**src/sv/small_set_operation_engine_top_defines.svh**
```systemverilog
// Assertion macros for the set engine
`ifndef SMALL_SET_OPERATION_ENGINE_TOP_DEFINES_SVH
`define SMALL_SET_OPERATION_ENGINE_TOP_DEFINES_SVH

`define SOSE_ASSERT_NOW(lbl, ante, cons, msg) \
  lbl: assert property (@(posedge clk) disable iff (rst) (ante) |-> (cons)) else $error(msg);

`define SOSE_ASSERT_NEXT(lbl, ante, cons, msg) \
  lbl: assert property (@(posedge clk) disable iff (rst) (ante) |=> (cons)) else $error(msg);

`endif

```
**src/sv/sose_pkg.sv**
```systemverilog
package sose_pkg;

  localparam int CAPACITY_DEF    = 32;
  localparam int VALUE_WIDTH_DEF = 32;

  typedef enum logic [2:0] {
    ACT_ADD_A = 3'd0,
    ACT_ADD_B = 3'd1,
    ACT_RUN   = 3'd2,
    ACT_QUERY = 3'd3,
    ACT_CLEAR = 3'd4
  } action_t;

  typedef enum logic [1:0] {
    OP_UNION  = 2'd0,
    OP_INTER  = 2'd1,
    OP_DIFF   = 2'd2,
    OP_SUBSET = 2'd3
  } op_t;

  typedef enum logic [1:0] {
    KIND_ELEM  = 2'd0,
    KIND_EMPTY = 2'd1,
    KIND_OVER  = 2'd2,
    KIND_REL   = 2'd3
  } kind_t;

  typedef enum logic [1:0] {
    REL_NO     = 2'd0,
    REL_YES    = 2'd1,
    REL_PROPER = 2'd2
  } rel_t;

  typedef struct packed {
    logic shift_a;
    logic shift_b;
    logic wr_a;
    logic wr_b;
  } cell_ctrl_t;

endpackage

```
**src/sv/small_set_operation_engine_top.sv**
```systemverilog
// Set engine on two rings of cells. Cell i holds A[i] and B[i] whenever the block is idle;
// a scan rotates a ring past the head cell one step per cycle and compares the head with a
// probe. An add to a full set sends a marker word, which waits for the output. A run visits
// each element of the outer set and rotates the inner ring a full turn for it; union,
// intersection and difference take a counting pass and an emit pass (union also rotates A
// once between them), subset test takes two passes, plus stalls on the output.
module small_set_operation_engine_top #(
  parameter int CAPACITY    = sose_pkg::CAPACITY_DEF,
  parameter int VALUE_WIDTH = sose_pkg::VALUE_WIDTH_DEF
) (
  input  logic        clk,
  input  logic        rst,
  input  logic        cfg_we,
  input  logic [1:0]  cfg_wdata,      // op_mode
  input  logic        s_axis_tvalid,
  output logic        s_axis_tready,
  input  logic [31:0] s_axis_tdata,   // value
  input  logic [2:0]  s_axis_tuser,   // action
  output logic        m_axis_tvalid,
  input  logic        m_axis_tready,
  output logic [39:0] m_axis_tdata,   // result_value[31:0], relation[33:32], result_count[39:34]
  output logic [1:0]  m_axis_tuser,   // kind
  output logic        m_axis_tlast
);
  import sose_pkg::*;

  localparam int IDXW = $clog2(CAPACITY);
  localparam int CNTW = $clog2(CAPACITY + 1);

  typedef enum logic [5:0] {
    S_IDLE   = 6'b000001,
    S_OUTER  = 6'b000010,
    S_SCAN   = 6'b000100,
    S_DECIDE = 6'b001000,
    S_EMITA  = 6'b010000,
    S_ONE    = 6'b100000
  } state_t;

  typedef enum logic [2:0] {
    PH_QUERY,
    PH_COUNT,
    PH_EMIT,
    PH_SUB1,
    PH_SUB2
  } phase_t;

  state_t state, state_next;
  phase_t phase, phase_next;
  logic [1:0] op_mode;
  logic [CNTW-1:0] count_a, count_a_next, count_b, count_b_next;
  logic [CNTW-1:0] o, o_next, t, t_next, n_cnt, n_cnt_next, emitted, emitted_next;
  logic outer_b, outer_b_next, inner_b, inner_b_next, keep_found, keep_found_next;
  logic found, found_next, sub, sub_next, extra, extra_next, is_union, is_union_next;
  logic [VALUE_WIDTH-1:0] qval, qval_next, vin;
  kind_t pend_kind, pend_kind_next;
  rel_t pend_rel, pend_rel_next;

  cell_ctrl_t ctrl;
  logic [IDXW-1:0] wr_idx;
  logic [VALUE_WIDTH-1:0] a_chain [CAPACITY];
  logic [VALUE_WIDTH-1:0] b_chain [CAPACITY];
  logic [VALUE_WIDTH-1:0] a_head, b_head, probe, inner_head, outer_head;
  logic [CNTW-1:0] inner_cnt, outer_cnt;
  logic slot, keep, hit;

  logic out_load;
  logic [31:0] ld_value;
  kind_t ld_kind;
  rel_t ld_rel;
  logic [5:0] ld_cnt;
  logic ld_last;

  for (genvar i = 0; i < CAPACITY; i++) begin : g_cell
    sose_cell #(
      .VALUE_WIDTH(VALUE_WIDTH),
      .IDXW(IDXW),
      .INDEX(i)
    ) u_cell (
      .clk(clk),
      .ctrl(ctrl),
      .wr_idx(wr_idx),
      .wdata(vin),
      .a_in(a_chain[(i + 1) % CAPACITY]),
      .b_in(b_chain[(i + 1) % CAPACITY]),
      .a_val(a_chain[i]),
      .b_val(b_chain[i])
    );
  end

  assign vin        = VALUE_WIDTH'($signed(s_axis_tdata));
  assign a_head     = a_chain[0];
  assign b_head     = b_chain[0];
  assign inner_head = inner_b ? b_head : a_head;
  assign outer_head = outer_b ? b_head : a_head;
  assign inner_cnt  = inner_b ? count_b : count_a;
  assign outer_cnt  = outer_b ? count_b : count_a;
  assign probe      = (phase == PH_QUERY) ? qval : outer_head;
  assign hit        = (t < inner_cnt) && (inner_head == probe);
  assign keep       = (found == keep_found);
  assign slot       = !m_axis_tvalid || m_axis_tready;
  assign s_axis_tready = (state == S_IDLE);

  always_comb begin
    state_next      = state;
    phase_next      = phase;
    count_a_next    = count_a;
    count_b_next    = count_b;
    o_next          = o;
    t_next          = t;
    n_cnt_next      = n_cnt;
    emitted_next    = emitted;
    outer_b_next    = outer_b;
    inner_b_next    = inner_b;
    keep_found_next = keep_found;
    found_next      = found;
    sub_next        = sub;
    extra_next      = extra;
    is_union_next   = is_union;
    qval_next       = qval;
    pend_kind_next  = pend_kind;
    pend_rel_next   = pend_rel;
    ctrl            = '0;
    wr_idx          = '0;
    out_load        = 1'b0;
    ld_value        = '0;
    ld_kind         = KIND_ELEM;
    ld_rel          = REL_NO;
    ld_cnt          = '0;
    ld_last         = 1'b1;

    unique case (state)
      S_IDLE: begin
        if (s_axis_tvalid) begin
          case (s_axis_tuser)
            ACT_ADD_A: begin
              if (count_a == CNTW'(CAPACITY)) begin
                pend_kind_next = KIND_OVER;
                pend_rel_next  = REL_NO;
                state_next     = S_ONE;
              end else begin
                ctrl.wr_a    = 1'b1;
                wr_idx       = count_a[IDXW-1:0];
                count_a_next = count_a + 1'b1;
              end
            end
            ACT_ADD_B: begin
              if (count_b == CNTW'(CAPACITY)) begin
                pend_kind_next = KIND_OVER;
                pend_rel_next  = REL_NO;
                state_next     = S_ONE;
              end else begin
                ctrl.wr_b    = 1'b1;
                wr_idx       = count_b[IDXW-1:0];
                count_b_next = count_b + 1'b1;
              end
            end
            ACT_RUN: begin
              o_next        = '0;
              is_union_next = 1'b0;
              n_cnt_next    = '0;
              state_next    = S_OUTER;
              phase_next    = PH_COUNT;
              unique case (op_t'(op_mode))
                OP_UNION: begin
                  if (({1'b0, count_a} + {1'b0, count_b}) > (CNTW + 1)'(CAPACITY)) begin
                    pend_kind_next = KIND_OVER;
                    pend_rel_next  = REL_NO;
                    state_next     = S_ONE;
                  end
                  outer_b_next    = 1'b1;
                  inner_b_next    = 1'b0;
                  keep_found_next = 1'b0;
                  n_cnt_next      = count_a;
                  is_union_next   = 1'b1;
                end
                OP_INTER: begin
                  outer_b_next    = 1'b1;
                  inner_b_next    = 1'b0;
                  keep_found_next = 1'b1;
                end
                OP_DIFF: begin
                  outer_b_next    = 1'b0;
                  inner_b_next    = 1'b1;
                  keep_found_next = 1'b0;
                end
                OP_SUBSET: begin
                  outer_b_next = 1'b1;
                  inner_b_next = 1'b0;
                  sub_next     = 1'b1;
                  extra_next   = 1'b0;
                  phase_next   = PH_SUB1;
                end
                default: ;
              endcase
            end
            ACT_QUERY: begin
              qval_next    = vin;
              phase_next   = PH_QUERY;
              inner_b_next = 1'b0;
              t_next       = '0;
              found_next   = 1'b0;
              state_next   = S_SCAN;
            end
            ACT_CLEAR: begin
              count_a_next = '0;
              count_b_next = '0;
            end
            default: ;
          endcase
        end
      end

      S_OUTER: begin
        if (o == CNTW'(CAPACITY)) begin
          o_next = '0;
          case (phase)
            PH_COUNT: begin
              emitted_next = '0;
              if (n_cnt == '0) begin
                pend_kind_next = KIND_EMPTY;
                pend_rel_next  = REL_NO;
                state_next     = S_ONE;
              end else if (is_union) begin
                t_next     = '0;
                state_next = S_EMITA;
              end else begin
                phase_next = PH_EMIT;
              end
            end
            PH_SUB1: begin
              phase_next   = PH_SUB2;
              outer_b_next = 1'b0;
              inner_b_next = 1'b1;
            end
            PH_SUB2: begin
              pend_kind_next = KIND_REL;
              pend_rel_next  = !sub ? REL_NO : (extra ? REL_PROPER : REL_YES);
              state_next     = S_ONE;
            end
            default: state_next = S_IDLE;
          endcase
        end else if (o < outer_cnt) begin
          t_next     = '0;
          found_next = 1'b0;
          state_next = S_SCAN;
        end else begin
          ctrl.shift_a = !outer_b;
          ctrl.shift_b = outer_b;
          o_next       = o + 1'b1;
        end
      end

      S_SCAN: begin
        if (hit) begin
          found_next = 1'b1;
        end
        ctrl.shift_a = !inner_b;
        ctrl.shift_b = inner_b;
        t_next       = t + 1'b1;
        if (t == CNTW'(CAPACITY - 1)) begin
          state_next = S_DECIDE;
        end
      end

      S_DECIDE: begin
        if (phase == PH_QUERY) begin
          pend_kind_next = KIND_REL;
          pend_rel_next  = found ? REL_YES : REL_NO;
          state_next     = S_ONE;
        end else if (phase == PH_EMIT && keep && !slot) begin
          state_next = S_DECIDE;
        end else begin
          if (phase == PH_COUNT && keep) begin
            n_cnt_next = n_cnt + 1'b1;
          end
          if (phase == PH_EMIT && keep) begin
            out_load     = 1'b1;
            ld_value     = 32'(outer_head);
            ld_cnt       = 6'(n_cnt);
            ld_last      = (CNTW'(emitted + 1'b1) == n_cnt);
            emitted_next = emitted + 1'b1;
          end
          if (phase == PH_SUB1 && !found) begin
            sub_next = 1'b0;
          end
          if (phase == PH_SUB2 && !found) begin
            extra_next = 1'b1;
          end
          ctrl.shift_a = !outer_b;
          ctrl.shift_b = outer_b;
          o_next       = o + 1'b1;
          state_next   = S_OUTER;
        end
      end

      S_EMITA: begin
        if (!(t < count_a) || slot) begin
          if (t < count_a) begin
            out_load     = 1'b1;
            ld_value     = 32'(a_head);
            ld_cnt       = 6'(n_cnt);
            ld_last      = (CNTW'(emitted + 1'b1) == n_cnt);
            emitted_next = emitted + 1'b1;
          end
          ctrl.shift_a = 1'b1;
          t_next       = t + 1'b1;
          if (t == CNTW'(CAPACITY - 1)) begin
            phase_next   = PH_EMIT;
            outer_b_next = 1'b1;
            inner_b_next = 1'b0;
            o_next       = '0;
            state_next   = S_OUTER;
          end
        end
      end

      S_ONE: begin
        if (slot) begin
          out_load   = 1'b1;
          ld_kind    = pend_kind;
          ld_rel     = pend_rel;
          state_next = S_IDLE;
        end
      end

      default: state_next = S_IDLE;
    endcase
  end

  always_ff @(posedge clk) begin
    if (rst) begin
      state         <= S_IDLE;
      phase         <= PH_QUERY;
      op_mode       <= OP_UNION;
      count_a       <= '0;
      count_b       <= '0;
      m_axis_tvalid <= 1'b0;
    end else begin
      state   <= state_next;
      phase   <= phase_next;
      count_a <= count_a_next;
      count_b <= count_b_next;
      if (cfg_we) begin
        op_mode <= cfg_wdata;
      end
      if (out_load) begin
        m_axis_tvalid <= 1'b1;
      end else if (m_axis_tready) begin
        m_axis_tvalid <= 1'b0;
      end
    end
  end

  always_ff @(posedge clk) begin
    o          <= o_next;
    t          <= t_next;
    n_cnt      <= n_cnt_next;
    emitted    <= emitted_next;
    outer_b    <= outer_b_next;
    inner_b    <= inner_b_next;
    keep_found <= keep_found_next;
    found      <= found_next;
    sub        <= sub_next;
    extra      <= extra_next;
    is_union   <= is_union_next;
    qval       <= qval_next;
    pend_kind  <= pend_kind_next;
    pend_rel   <= pend_rel_next;
    if (out_load) begin
      m_axis_tdata <= {ld_cnt, ld_rel, ld_value};
      m_axis_tuser <= ld_kind;
      m_axis_tlast <= ld_last;
    end
  end

`include "small_set_operation_engine_top_defines.svh"

  `SOSE_ASSERT_NOW(a_count_bound, 1'b1, (count_a <= CNTW'(CAPACITY)) && (count_b <= CNTW'(CAPACITY)), "set count above capacity")
  `SOSE_ASSERT_NOW(a_non_elem_clean, m_axis_tvalid && (m_axis_tuser != KIND_ELEM), (m_axis_tdata[31:0] == '0) && (m_axis_tdata[39:34] == '0) && m_axis_tlast, "marker word carries data")
  `SOSE_ASSERT_NOW(a_emit_bound, ((state == S_DECIDE) && (phase == PH_EMIT)) || (state == S_EMITA), emitted <= n_cnt, "more words emitted than counted")
  `SOSE_ASSERT_NEXT(a_busy_no_take, state != S_IDLE, !$past(s_axis_tready) || $past(state) == S_IDLE, "input taken while busy")

endmodule

```
**src/sv/sose_cell.sv**
```systemverilog
module sose_cell #(
  parameter int VALUE_WIDTH = sose_pkg::VALUE_WIDTH_DEF,
  parameter int IDXW        = 5,
  parameter int INDEX       = 0
) (
  input  logic                   clk,
  input  sose_pkg::cell_ctrl_t   ctrl,
  input  logic [IDXW-1:0]        wr_idx,
  input  logic [VALUE_WIDTH-1:0] wdata,
  input  logic [VALUE_WIDTH-1:0] a_in,
  input  logic [VALUE_WIDTH-1:0] b_in,
  output logic [VALUE_WIDTH-1:0] a_val,
  output logic [VALUE_WIDTH-1:0] b_val
);
  import sose_pkg::*;

  logic here;

  assign here = (wr_idx == IDXW'(INDEX));

  always_ff @(posedge clk) begin
    if (ctrl.wr_a && here) begin
      a_val <= wdata;
    end else if (ctrl.shift_a) begin
      a_val <= a_in;
    end
    if (ctrl.wr_b && here) begin
      b_val <= wdata;
    end else if (ctrl.shift_b) begin
      b_val <= b_in;
    end
  end

endmodule

```
**config.mk**
```make
export PLATFORM = sky130hd
export DESIGN_NAME = small_set_operation_engine_top
export DESIGN_NICKNAME = d
export VERILOG_FILES = /design/src/sv/sose_pkg.sv /design/src/sv/small_set_operation_engine_top.sv /design/src/sv/sose_cell.sv
export VERILOG_INCLUDE_DIRS = /design/src /design/src/sv
export SDC_FILE = /design/constraint.sdc
export NUM_CORES = 2
export LEC_CHECK = 0
export ABC_AREA = 1
export ABC_CLOCK_PERIOD_IN_PS = 5200
export BUFFER_PORTS_ARGS = -buffer_cell sky130_fd_sc_hd__buf_2
export CAP_MARGIN = 10
export CORE_MARGIN = 8
export CORE_UTILIZATION = 63
export CTS_BUF_LIST = sky130_fd_sc_hd__clkbuf_8 sky130_fd_sc_hd__clkbuf_16
export CTS_CLUSTER_SIZE = 24
export DETAILED_ROUTE_END_ITERATION = 8
export HOLD_SLACK_MARGIN = 0.15
export PLACE_DENSITY = 0.79
export SLEW_MARGIN = 10
export SYNTH_ARGS = -nofsm -noshare
export SYNTH_HDL_FRONTEND = slang
export SYNTH_SLANG_ARGS = --single-unit
```
**constraint.sdc**
```tcl
create_clock -name clk -period 5.2 [get_ports clk]
set_input_delay 0.52 -clock clk [delete_from_list [all_inputs] [get_ports clk]]
set_output_delay 0.52 -clock clk [all_outputs]
set_load 0.02 [all_outputs]
```
==> results.yml <==
run_status:
  status: "finished clean"
cts:
  inserted_clock_buffers: 210
  cts_num_sinks: 2182
  cts-hold-fix-buffers: 40
  insertion_delay_ns: 0.87
  clk_path_buf_depth: 3
  htreeDepth: 4
  tritoncts: "done"
  cts_root_buf: "sky130_fd_sc_hd__clkbuf_16"
  clkTransAtPathRegs_ns: 0.07
  post_cts.resized_instances: 0
  setup_repair_bufs_after_cts: 0
sta:
  finalHoldWorstSlack_ns: 0.200
  final_max_slew_viol_count: 0
  worst-slew-pin-transition_ns: 1.17
  final.period_utilization: 0.815
  final_setup_fails: 0
  totalNegativeSetupSlack_ns: 0
  final_hold_vios: 0
  rsz0062_at_grt: "false"
  slew_headroom: 0.219
  maximum_clock_frequency_ghz: 0.236
  finalClockSkew_ns: 0.0511
  final.min_clock_period_ns: 4.24
synth:
  postSynth.topFlopCell: "sky130_fd_sc_hd__edfxtp_1"
  synthesized_area_mm2: 0.0926
  ys_ff_latch: 2182
  post_synthesis_average_cell_area_um2: 11.4
  yosysTopAreaCell: "sky130_fd_sc_hd__edfxtp_1"
  yosysWarningCount: 0
  synth.net_count: 8235
  netlist_instances: 8161
  yosysSeqAreaShare: 0.705
  synth_cell_types: 52
  synth_edf_count: 2158
  postSynth.asyncResetShare: 0
  synth_commonest_cells: "sky130_fd_sc_hd__nand2_1 (2469), sky130_fd_sc_hd__edfxtp_1 (2158), sky130_fd_sc_hd__o21ai_0 (1352), sky130_fd_sc_hd__o21ai_1 (711), sky130_fd_sc_hd__clkbuf_1 (333)"
  synth_top_area_share: 0.699
  synth.area.top_cells: "sky130_fd_sc_hd__edfxtp_1 (70%), sky130_fd_sc_hd__nand2_1 (10%), sky130_fd_sc_hd__o21ai_0 (7.3%)"
  yosys.cell_count.top_type: "sky130_fd_sc_hd__nand2_1"
job:
  cap_violations: 0
global_routing:
  grt_pass1_wl_mm: 365
  grt_overflow_total: 0
  grt_start_max_net_pins: 69
  grt_antenna_before_repair: 6
  via_count_of_the_first_global_routing_pass: 58209
  grt_use_total: 0.306
pwr:
  switching_share: 0.233
  p_int_w: 0.0288
  power.share.sequential: 0.524
  p_comb_frac: 0.067
  power-per-cell-area_mw_per_mm2: 371
  power_leakage_nw: 38.8
  ir_worst_vdd_mv: 0.369
  net_switching_component_of_the_power_w: 0.00873
  power_frac_clock: 0.408
  total_power_w: 0.0375
route:
  routed-via-count: 62888
  routedWlPerCell_um: 24.5
  dr.pass1.iters: 8
  post_drt_via_cell_ratio: 6.23
  drc_errors: 0
  detailedRoute.firstIterationViolations: 9037
  final_antenna_net_count: 0
  drt-total-wl_mm: 247
placement:
  dp.cells: 9664
  finalWeightedCongestion: 0.948
  dp_hpwl_mm: 150
  numPortBuffers: 86
setup_path:
  worstPathRequired_ns: 5.82
  timing_worst_setup_path_type: "reg -> reg"
  worstPathArrival_ns: 4.85
  critical_path.max_fanout: 68
  nature_of_the_critical_path_startpoint: "flop"
  critical_path.endpoint_type: "flop"
layout:
  fin_cells: 10099
  layout-drive-gt1-share: 0.0969
  final_core_utilization: 0.693
  flow.area_growth_from_synthesis_pct: 9.15
  fillers: 9861
  finalNetCount: 8073
die:
  dieArea_mm2: 0.160
  start_util: 0.635
  die_y_um: 399
  placementRows: 140
  core_region_area_mm2: 0.146
  die_x_um: 399
  ioPinCount: 87
worst_hold_path:
  hold_path_class: "in -> reg"
==> final timing paths <==
path | from | endpoint | slack, ns | cells after the start
worst min register to register | g_cell[12].u_cell.a_val[29] | g_cell[11].u_cell.a_val[29] | 0.50 | 2
worst max-delay path | outer_b | g_cell[1].u_cell.b_val[20] | 0.96 | 13
worst max register to register | outer_b | g_cell[1].u_cell.b_val[20] | 0.96 | 13
worst min-delay path | s_axis_tvalid | is_union | 0.20 | 3
==> state kept, by name, indices dropped and copies added (netlist names), 3 cells and up <==
name,cells
count_b,6
t,6
state,6
phase,3
g_cell.u_cell.a_val,1024
o,6
m_axis_tdata,40
count_a,6
g_cell.u_cell.b_val,1024
qval,32
n_cnt,6
emitted,6
==> cell usage in the layout (no fill, tap or decap), types with 26 or more instances in the layout <==
cell                               n
sky130_fd_sc_hd__buf_4           189
sky130_fd_sc_hd__o21ai_0        1352
sky130_fd_sc_hd__nand2_1        2447
sky130_fd_sc_hd__nor2_1          111
sky130_fd_sc_hd__o22ai_1          33
sky130_fd_sc_hd__buf_2            86
sky130_fd_sc_hd__nand3_1          46
sky130_fd_sc_hd__nand2_2          26
sky130_fd_sc_hd__inv_1           213
sky130_fd_sc_hd__edfxtp_1       2158
sky130_fd_sc_hd__o21ai_2          86
sky130_fd_sc_hd__dlygate4sd3_1    40
sky130_fd_sc_hd__nor3_1           29
sky130_fd_sc_hd__o21ai_1         711
sky130_fd_sc_hd__a21oi_1          37
sky130_fd_sc_hd__clkbuf_16       214
sky130_fd_sc_hd__ha_1             31
sky130_fd_sc_hd__clkinv_2         67
sky130_fd_sc_hd__clkinv_1         48
==> per-layer routing <==
metal / vias to the layer above / global-route usage / wire, um
met5: - / 0 / 0
met2: 4090 / 0.452 / 108000
met3: 664 / 0.0825 / 32700
li1: 28344 / - / -
met1: 29790 / 0.430 / 94200
met4: 0 / 0.135 / 12400
==> logic make-up (layout without fill, tap and decap cells) <==
logic type,count (synthesis),in the layout,synth area share
DFF,2182,2182,0.705
buffers and inverters,905,919,0.0444
other,0,7,0
AOI/OAI and AO/OA,2258,2258,0.128
adders and majority gates,32,32,0.00440
xor gates and xnor gates,13,13,0.00123
and+or+nand+nor,2771,2771,0.118
==> critical path, cell delays in order (launching register included) <==
cell and delay [ns]:
sky130_fd_sc_hd__edfxtp_1 0.52, sky130_fd_sc_hd__buf_4 0.57, sky130_fd_sc_hd__o21ai_0 0.17, sky130_fd_sc_hd__o21ai_0 0.17, sky130_fd_sc_hd__nand2_1 0.07, sky130_fd_sc_hd__nand2_1 0.05
sky130_fd_sc_hd__nand2_1 0.13, sky130_fd_sc_hd__nand3_1 0.16, sky130_fd_sc_hd__nand2_1 0.15, sky130_fd_sc_hd__nand2_1 0.08, sky130_fd_sc_hd__o21ai_0 0.18, sky130_fd_sc_hd__inv_1 0.67
sky130_fd_sc_hd__nand2_1 0.65, sky130_fd_sc_hd__buf_4 0.41
==> layout make-up <==
| cell class | instances | area, um^2 | share of cell area |
|---|---|---|---|
| flip-flops and latches | 2182 | 65300 | 0.646 |
| well taps | 1917 | 2400 | 0.0237 |
| clock inverters | 173 | 1470 | 0.0145 |
| multi-input cells | 5074 | 23400 | 0.232 |
| clock buffers | 215 | 5370 | 0.0531 |
| repair buffers | 318 | 2310 | 0.0228 |
| diodes | 7 | 17.5 | 0.000173 |
| inverters | 213 | 842 | 0.00833 |
==> metrics by stage <==
step	cell area (um^2)	worst slack (ns)
2_1_floorplan	92600	1.15
3_3_place_gp	93900	1.05
3_5_place_dp	93900	1.00
4_1_cts	101000	1.07
5_1_grt	101000	0.705
6_report	101000	0.962
==> power groups by stage <==
stage	Clock (W)	Combinational, W	Sequential [W]
final	0.0153	0.00253	0.0197
after global routing	0.0160	0.00275	0.0197
after CTS	0.0153	0.00247	0.0197
after detailed placement	0	0.00242	0.0200
after global placement	0	0.00238	0.0200
after floorplan	0	0.00156	0.0200
(Power assumes the default switching activity.)
